<file path="src/rtl/hsv_pkg.sv">
// Shared types and fixed constants for the RGB to HSV converter.
// No dependencies; imported by every module of the block.
package hsv_pkg;

  // Width of each channel input port
  localparam int CH_IN_W = 8;

  // Result widths
  localparam int HUE_W = 12;
  localparam int PCT_W = 10;

  // Quotient bits per divider; covers hue up to 4095 before wrap
  localparam int QUO_W = 12;

  // Doubled scale factors for round-to-nearest (2*num + den) / (2*den)
  localparam int PCT_X2 = 2000;
  localparam int HUE_X2 = 1200;

  localparam logic [HUE_W-1:0] HUE_FULL = 12'd3600;
  localparam logic [PCT_W-1:0] PCT_FULL = 10'd1000;

  // Special-case flags that ride alongside the dividers
  typedef struct packed {
    logic grey;   // spread is zero: hue forced to zero
    logic black;  // largest channel is zero: saturation forced to zero
  } flag_t;

endpackage

</file>
<file path="src/rtl/rgb_to_hsv_converter.sv">
// RGB to HSV converter: one pixel in per clock, one HSV result per pixel.
// Each pixel passes prep stages A and B, the divider stages and the output
// register before it shows on done. Throughput: one pixel per cycle.
// Most of the depth comes from the 12 one-bit stages of the hue and saturation dividers.
// busy stays low; done cannot be held off. rst clears all valid bits.
module rgb_to_hsv_converter
  import hsv_pkg::*;
#(
  parameter int CHANNEL_BITS = 8
) (
  input  logic               clk,
  input  logic               rst,
  input  logic               start,
  output logic               busy,
  input  logic [CH_IN_W-1:0] red_in,
  input  logic [CH_IN_W-1:0] green_in,
  input  logic [CH_IN_W-1:0] blue_in,
  output logic               done,
  output logic [HUE_W-1:0]   hue_out,
  output logic [PCT_W-1:0]   sat_out,
  output logic [PCT_W-1:0]   val_out
);

  localparam int NUM_W = CHANNEL_BITS + 13;
  localparam int DEN_W = CHANNEL_BITS + 1;

  // Value divides by the constant 2*full scale: multiply by its rounded-up
  // reciprocal. The shift keeps the product error below one quotient step.
  localparam int VAL_SHIFT = 2 * CHANNEL_BITS + 12;
  localparam int RCP_W     = CHANNEL_BITS + 12;
  localparam int PROD_W    = NUM_W + RCP_W;
  localparam logic [63:0] VAL_DIV = ((64'd1 << CHANNEL_BITS) - 64'd1) << 1;
  localparam logic [RCP_W-1:0] VAL_RECIP =
    RCP_W'(((64'd1 << VAL_SHIFT) + VAL_DIV - 64'd1) / VAL_DIV);

  logic             pre_vld;
  flag_t            pre_flags;
  logic [NUM_W-1:0] val_num, sat_num, hue_num;
  logic [DEN_W-1:0] sat_den, hue_den;

  logic             sat_vld, hue_vld;
  logic [QUO_W-1:0] sat_q, hue_q;

  // Value path: one product stage, then a delay line matched to the dividers
  logic [PROD_W-1:0] val_prod;
  logic [PCT_W-1:0]  val_pipe [QUO_W-1];

  // Flags for grey and black pixels ride a delay line matched to the dividers
  flag_t            flag_pipe [QUO_W];

  // Every stage advances each cycle, so a new transfer is always taken
  assign busy = 1'b0;

  // Sort channels, form the hue numerator, scale the dividends
  hsv_prep #(
    .CHANNEL_BITS (CHANNEL_BITS)
  ) u_prep (
    .clk       (clk),
    .rst       (rst),
    .vld_in    (start),
    .red_in    (red_in),
    .green_in  (green_in),
    .blue_in   (blue_in),
    .vld_out   (pre_vld),
    .flags_out (pre_flags),
    .val_num   (val_num),
    .sat_num   (sat_num),
    .sat_den   (sat_den),
    .hue_num   (hue_num),
    .hue_den   (hue_den)
  );

  // Two matched dividers, both with the same depth so results line up
  hsv_div #(.NUM_W(NUM_W), .DEN_W(DEN_W), .Q_W(QUO_W)) u_div_sat (
    .clk (clk), .rst (rst), .vld_in (pre_vld), .num_in (sat_num), .den_in (sat_den),
    .vld_out (sat_vld), .quo_out (sat_q)
  );

  hsv_div #(.NUM_W(NUM_W), .DEN_W(DEN_W), .Q_W(QUO_W)) u_div_hue (
    .clk (clk), .rst (rst), .vld_in (pre_vld), .num_in (hue_num), .den_in (hue_den),
    .vld_out (hue_vld), .quo_out (hue_q)
  );

  always_ff @(posedge clk) begin
    flag_pipe[0] <= pre_flags;
    for (int i = 1; i < QUO_W; i++) begin
      flag_pipe[i] <= flag_pipe[i-1];
    end
  end

  // Multiply once, take the quotient bits, then hold pace with the dividers
  always_ff @(posedge clk) begin
    val_prod    <= PROD_W'(val_num) * PROD_W'(VAL_RECIP);
    val_pipe[0] <= val_prod[VAL_SHIFT +: PCT_W];
    for (int i = 1; i < QUO_W - 1; i++) begin
      val_pipe[i] <= val_pipe[i-1];
    end
  end

  // Output stage: wrap a full turn to zero, override the grey and black cases
  always_ff @(posedge clk) begin
    if (rst) begin
      done <= 1'b0;
    end else begin
      done <= hue_vld;
    end
    if (flag_pipe[QUO_W-1].grey) begin
      hue_out <= '0;
    end else if (hue_q >= HUE_FULL) begin
      hue_out <= hue_q - HUE_FULL;
    end else begin
      hue_out <= hue_q;
    end
    // A zero divisor leaves an all-ones quotient; drop it for black pixels
    sat_out <= flag_pipe[QUO_W-1].black ? '0 : sat_q[PCT_W-1:0];
    val_out <= val_pipe[QUO_W-2];
  end

`ifndef ASSERT_OFF
  a_div_align : assert property (@(posedge clk) disable iff (rst)
    (hue_vld == sat_vld))
    else $error("divider valid bits out of step");

  a_hue_range : assert property (@(posedge clk) disable iff (rst)
    done |-> (hue_out < HUE_FULL))
    else $error("hue result not wrapped below a full turn");

  a_pct_range : assert property (@(posedge clk) disable iff (rst)
    done |-> (sat_out <= PCT_FULL) && (val_out <= PCT_FULL))
    else $error("saturation or value above full scale");

  a_done_follows : assert property (@(posedge clk) disable iff (rst)
    hue_vld |=> done)
    else $error("divider result not presented");
`endif

endmodule

</file>
<file path="src/rtl/hsv_prep.sv">
// Front end of the converter: channel sort, hue sector numerator, scaled dividends.
// Depends on hsv_pkg.
module hsv_prep
  import hsv_pkg::*;
#(
  parameter int CHANNEL_BITS = 8
) (
  input  logic                       clk,
  input  logic                       rst,
  input  logic                       vld_in,
  input  logic [CH_IN_W-1:0]         red_in,
  input  logic [CH_IN_W-1:0]         green_in,
  input  logic [CH_IN_W-1:0]         blue_in,
  output logic                       vld_out,
  output flag_t                      flags_out,
  output logic [CHANNEL_BITS+12:0]   val_num,
  output logic [CHANNEL_BITS+12:0]   sat_num,
  output logic [CHANNEL_BITS:0]      sat_den,
  output logic [CHANNEL_BITS+12:0]   hue_num,
  output logic [CHANNEL_BITS:0]      hue_den
);

  localparam int CB    = CHANNEL_BITS;
  localparam int USE_W = (CB < CH_IN_W) ? CB : CH_IN_W;
  localparam int HN_W  = CB + 3;
  localparam int NUM_W = CB + 13;
  localparam logic [NUM_W-1:0] FS     = NUM_W'((64'd1 << CB) - 64'd1);

  logic [CB-1:0]   r, g, b;
  logic [CB-1:0]   mx, mn, d;
  logic [HN_W-1:0] hn;

  // stage A registers
  logic            vld_a;
  logic [CB-1:0]   mx_a, d_a;
  logic [HN_W-1:0] hn_a;
  flag_t           flags_a;

  always_comb begin
    r = CB'(red_in[USE_W-1:0]);
    g = CB'(green_in[USE_W-1:0]);
    b = CB'(blue_in[USE_W-1:0]);
    mx = (r > g) ? r : g;
    if (b > mx) mx = b;
    mn = (r < g) ? r : g;
    if (b < mn) mn = b;
    d = mx - mn;
    // hue in sixths of a turn times the spread, already wrapped non-negative
    if (r == mx) begin
      if (g >= b) hn = HN_W'(g - b);
      else        hn = (HN_W'(d) << 2) + (HN_W'(d) << 1) - HN_W'(b - g);
    end else if (g == mx) begin
      hn = (HN_W'(d) << 1) + HN_W'(b) - HN_W'(r);
    end else begin
      hn = (HN_W'(d) << 2) + HN_W'(r) - HN_W'(g);
    end
  end

  always_ff @(posedge clk) begin
    if (rst) begin
      vld_a <= 1'b0;
    end else begin
      vld_a <= vld_in;
    end
    mx_a          <= mx;
    d_a           <= d;
    hn_a          <= hn;
    flags_a.grey  <= (d == '0);
    flags_a.black <= (mx == '0);
  end

  // stage B: dividends 2*num*scale + den, divisors 2*den
  always_ff @(posedge clk) begin
    if (rst) begin
      vld_out <= 1'b0;
    end else begin
      vld_out <= vld_a;
    end
    flags_out <= flags_a;
    val_num   <= NUM_W'(mx_a) * NUM_W'(PCT_X2) + FS;
    sat_num   <= NUM_W'(d_a) * NUM_W'(PCT_X2) + NUM_W'(mx_a);
    sat_den   <= {mx_a, 1'b0};
    hue_num   <= NUM_W'(hn_a) * NUM_W'(HUE_X2) + NUM_W'(d_a);
    hue_den   <= {d_a, 1'b0};
  end

endmodule

</file>
<file path="src/rtl/hsv_div.sv">
// Pipelined restoring divider, one quotient bit per register stage, MSB first.
// Depends on hsv_pkg (imported for house consistency of widths).
module hsv_div
  import hsv_pkg::*;
#(
  parameter int NUM_W = 21,
  parameter int DEN_W = 9,
  parameter int Q_W   = QUO_W
) (
  input  logic             clk,
  input  logic             rst,
  input  logic             vld_in,
  input  logic [NUM_W-1:0] num_in,
  input  logic [DEN_W-1:0] den_in,
  output logic             vld_out,
  output logic [Q_W-1:0]   quo_out
);

  // Register outputs of each stage
  logic             vld_s [Q_W];
  logic [Q_W-1:0]   quo_s [Q_W];
  logic [NUM_W-1:0] rem_s [Q_W-1];
  logic [DEN_W-1:0] den_s [Q_W-1];

  for (genvar k = 0; k < Q_W; k++) begin : g_stage
    logic             vld_i;
    logic [Q_W-1:0]   quo_i;
    logic [NUM_W-1:0] rem_i;
    logic [DEN_W-1:0] den_i;
    logic [NUM_W-1:0] dsh;
    logic             take;

    if (k == 0) begin : g_head
      assign vld_i = vld_in;
      assign quo_i = '0;
      assign rem_i = num_in;
      assign den_i = den_in;
    end else begin : g_link
      assign vld_i = vld_s[k-1];
      assign quo_i = quo_s[k-1];
      assign rem_i = rem_s[k-1];
      assign den_i = den_s[k-1];
    end

    always_comb begin
      dsh  = NUM_W'(den_i) << (Q_W - 1 - k);
      take = (rem_i >= dsh);
    end

    always_ff @(posedge clk) begin
      if (rst) begin
        vld_s[k] <= 1'b0;
      end else begin
        vld_s[k] <= vld_i;
      end
      quo_s[k] <= {quo_i[Q_W-2:0], take};
    end

    if (k < Q_W - 1) begin : g_rem
      always_ff @(posedge clk) begin
        rem_s[k] <= take ? (rem_i - dsh) : rem_i;
        den_s[k] <= den_i;
      end
    end
  end

  assign vld_out = vld_s[Q_W-1];
  assign quo_out = quo_s[Q_W-1];

endmodule

</file>
<file path="config.mk">
export PLATFORM = sky130hd
export DESIGN_NAME = rgb_to_hsv_converter
export DESIGN_NICKNAME = d
export VERILOG_FILES = /design/src/rtl/hsv_pkg.sv /design/src/rtl/rgb_to_hsv_converter.sv /design/src/rtl/hsv_prep.sv /design/src/rtl/hsv_div.sv
export SDC_FILE = /design/constraint.sdc
export NUM_CORES = 2
export LEC_CHECK = 0
export ABC_AREA = 1
export BUFFER_PORTS_ARGS = -buffer_cell sky130_fd_sc_hd__buf_2
export CAP_MARGIN = 20
export CELL_PAD_IN_SITES_DETAIL_PLACEMENT = 0
export CELL_PAD_IN_SITES_GLOBAL_PLACEMENT = 1
export CORE_ASPECT_RATIO = 0.6
export CORE_UTILIZATION = 36
export DETAILED_ROUTE_END_ITERATION = 6
export GPL_TIMING_DRIVEN = 0
export PLACE_DENSITY = 0.66
export SYNTH_ARGS = -nofsm -noshare
export SYNTH_HDL_FRONTEND = slang
export SYNTH_SLANG_ARGS = --single-unit
</file>
<file path="constraint.sdc">
create_clock -name clk -period 14.95 [get_ports clk]
set_input_delay 0.7475 -clock clk [delete_from_list [all_inputs] [get_ports clk]]
set_output_delay 0.7475 -clock clk [all_outputs]
set_load 0.005 [all_outputs]
</file>
==> flow_summary.ini <==
[floorplan]
core_um2 = 120000
start_util_pct = 36.6
die_width_um = 453
dieArea_um2 = 123000
die_h_um = 273
num_rows = 98
num_io_pins = 61

[timing]
final_hold_viol_count = 0
setup_tns_ns = 0
tightest_slew_ns = 1.09
fmax_mhz = 125
final-max-slew-violation-count = 0
final.min_clock_period_ns = 7.98
setup_viol = 0
finalCritPeriodShare_pct = 53.4
rsz0062_at_grt = false
fin_ws_ns = 6.97
clock_skew_ns = 0.0434
relSlewSlack_pct = 26.5

[clocking]
clk_pin_slew_ns = 0.07
clkLatencyLatePin_ns = 0.71
cts_tree = yes
postCtsSetupRepairBufs = 0
cts_root_buf = clkbuf_16
clk_path_buf_depth = 3
h-tree-depth = 3
cts_buffers = 91
cts_hold_buf = 0
ctsResizeCount = 0
clock-sinks = 976

[critical_path]
cpMostUsedCell = inv_1
crit_required_ns = 15.57
slowest_stage = xor2_1
cp-start-kind = input port
r2r_end = val_prod[37]
worstPathMaxFanout = 10
crit_path_max_incr_delay_ns = 0.87
crit_type = in2reg
rr_worst_depth = 17
reg2reg_slack_ns = 9.77
reg2reg_from = u_prep.val_num[8]
end_kind = flip-flop
worstPathArrival_ns = 8.59

[logic_synthesis]
synth_top_area_cell = dfxtp_1
ys_ff_latch = 976
synthCells = 4778
synth-edff-count = 0
async_flop_share_pct = 0
ys_warn_count = 0
synth_ff_type = dfxtp_1
yosysTopAreaCellShare_pct = 44.5
ys_types = 67
synthesis.area_um2 = 43900
synth.area.top_cells = dfxtp_1, ha_1, inv_1, nand2_1, fa_1
synth.avg_cell_area_um2 = 9.19
mappedNetlistNets = 5420
synth.most_common_cell = dfxtp_1
synth_seq_area_share_pct = 44.5
ys_top_cells_by_count = dfxtp_1, inv_1, nand2_1, ha_1, nor2_1

[route]
met1Wirelength_um = 58100
met2_length_um = 32100
wl_met3_um = 5410
wl_per_cell_um = 14.7
route.detailed.drc = 0
via_per_inst = 4.52
top_layer = met4
num_vias = 29900
detail_route.iter0.violations = 1850
drtPass1Iterations = 5
routed_wl_um = 97000
ant_nets = 0

[global_routing]
grt_antenna_before_repair = 2
grt_overflow = 0
grt_max_degree = 17
first_global_vias = 28200
grt.total_usage_pct = 15.8
grt_pass1_wl_um = 156000

[cells_and_area]
area_delta_synth_final_pct = 12.7
drive_gt1_share_pct = 5.37
fin_nets = 5573
fin_util_pct = 41.2
finalInstanceArea_um2 = 49500

[place]
portBuffers = 59
placed_area_um2 = 46200
place_congestion = 0.854
dp_hpwl_um = 77700
place_ws_ns = 6.40

[worst_hold_path]
min-delay-start = start
hold_depth = 3
hold_class = in2reg
holdPathEnd = u_prep.vld_a

[flow_run]
cap_violations = 0

[run_status]
outcome = complete, no violations
-- placed cells by master, fill, tap and decap left out, types with 13 or more instances in the layout --
cell	instances
a211oi_1	14
a21o_1	13
a21oi_1	279
a31oi_1	19
buf_2	60
clkbuf_1	39
clkbuf_16	92
clkbuf_8	15
clkinv_2	15
dfxtp_1	976
fa_1	112
ha_1	503
inv_1	753
nand2_1	609
nand3_1	120
nand3b_1	17
nand4_1	35
nor2_1	353
nor3_1	63
nor4_1	37
o211ai_1	13
o21ai_0	305
o21ai_1	13
o21bai_1	18
xnor2_1	120
xor2_1	234
-- critical path: cells and delay by family --
| kind | cells | cell delay, ns |
|---|---|---|
| buffers and inverters | 8 | 1.25 |
| AOI/OAI and AO/OA | 9 | 1.71 |
| xor gates and xnor gates | 2 | 1.02 |
| and+or+nand+nor | 14 | 1.65 |
| adders and majority gates | 6 | 2.20 |
-- layout make-up --
class | instances | area (um2)
well taps | 1600 | 2000
flip-flops and latches | 976 | 19500
inverters | 758 | 2850
clock buffers | 115 | 2540
diodes | 1 | 2.50
fillers | 11800 | 70500
plain buffers | 39 | 193
repair buffers | 60 | 303
clock inverters | 54 | 743
multi-input cells | 3005 | 21300
-- flip-flops by register name (all words and copies together), names as in the netlist, 2 cells and up --
name	cells
u_prep.flags_a	2
u_prep.hn_a	11
sat_out	10
u_prep.d_a	8
u_div_hue.den_s	47
u_div_hue.rem_s	231
hue_out	12
u_div_hue.quo_s	78
flag_pipe	24
val_prod	10
val_pipe	110
u_div_sat.rem_s	231
u_prep.flags_out	2
u_prep.sat_den	8
u_prep.val_num	16
u_prep.hue_den	4
u_prep.mx_a	8
val_out	10
u_div_sat.den_s	47
u_prep.sat_num	16
u_prep.hue_num	21
u_div_sat.quo_s	55
u_div_hue.vld_s	12
-- metal layers --
layer,track usage [%],vias to the layer above
met5,0,-
met4,2.86,0
met3,2.98,105
met2,19.3,545
met1,27.2,13400
li1,-,15800
-- per-stage QoR --
stage          std cells  hold slack, ns
2_1_floorplan       4778           0.310
3_3_place_gp        6437           0.310
3_5_place_dp        6438           0.312
4_1_cts             6607           0.202
5_1_grt             6607           0.221
6_report            6608           0.265
-- kinds of logic after synthesis --
| kind of cell | Yosys count | share of synthesized area, % |
|---|---|---|
| compound gates | 736 | 9.33 |
| xor+xnor | 354 | 7.06 |
| fa+ha+maj | 615 | 19.4 |
| buf+inv | 797 | 6.92 |
| flops | 976 | 44.5 |
| mux | 1 | 0.0256 |
| other cells | 1 | 0.00854 |
| simple gates | 1298 | 12.7 |
-- worst max-delay path by stage --
stage	startpoint	endpoint	slack [ns]	depth (start not counted)
5_1_grt	green_in[7]	u_prep.hn_a[10]	6.46	38
2_1_floorplan	red_in[0]	u_prep.hn_a[10]	8.02	42
3_3_place_gp	green_in[1]	u_prep.hn_a[8]	6.46	45
3_5_place_dp	green_in[7]	u_prep.hn_a[10]	6.40	39
4_1_cts	green_in[7]	u_prep.hn_a[10]	7.14	39
6_report	green_in[7]	u_prep.hn_a[10]	6.97	39
Power is left out: the tool's default activity adds up to more than one toggle a clock period on the data nets, which glitch-free logic cannot reach.
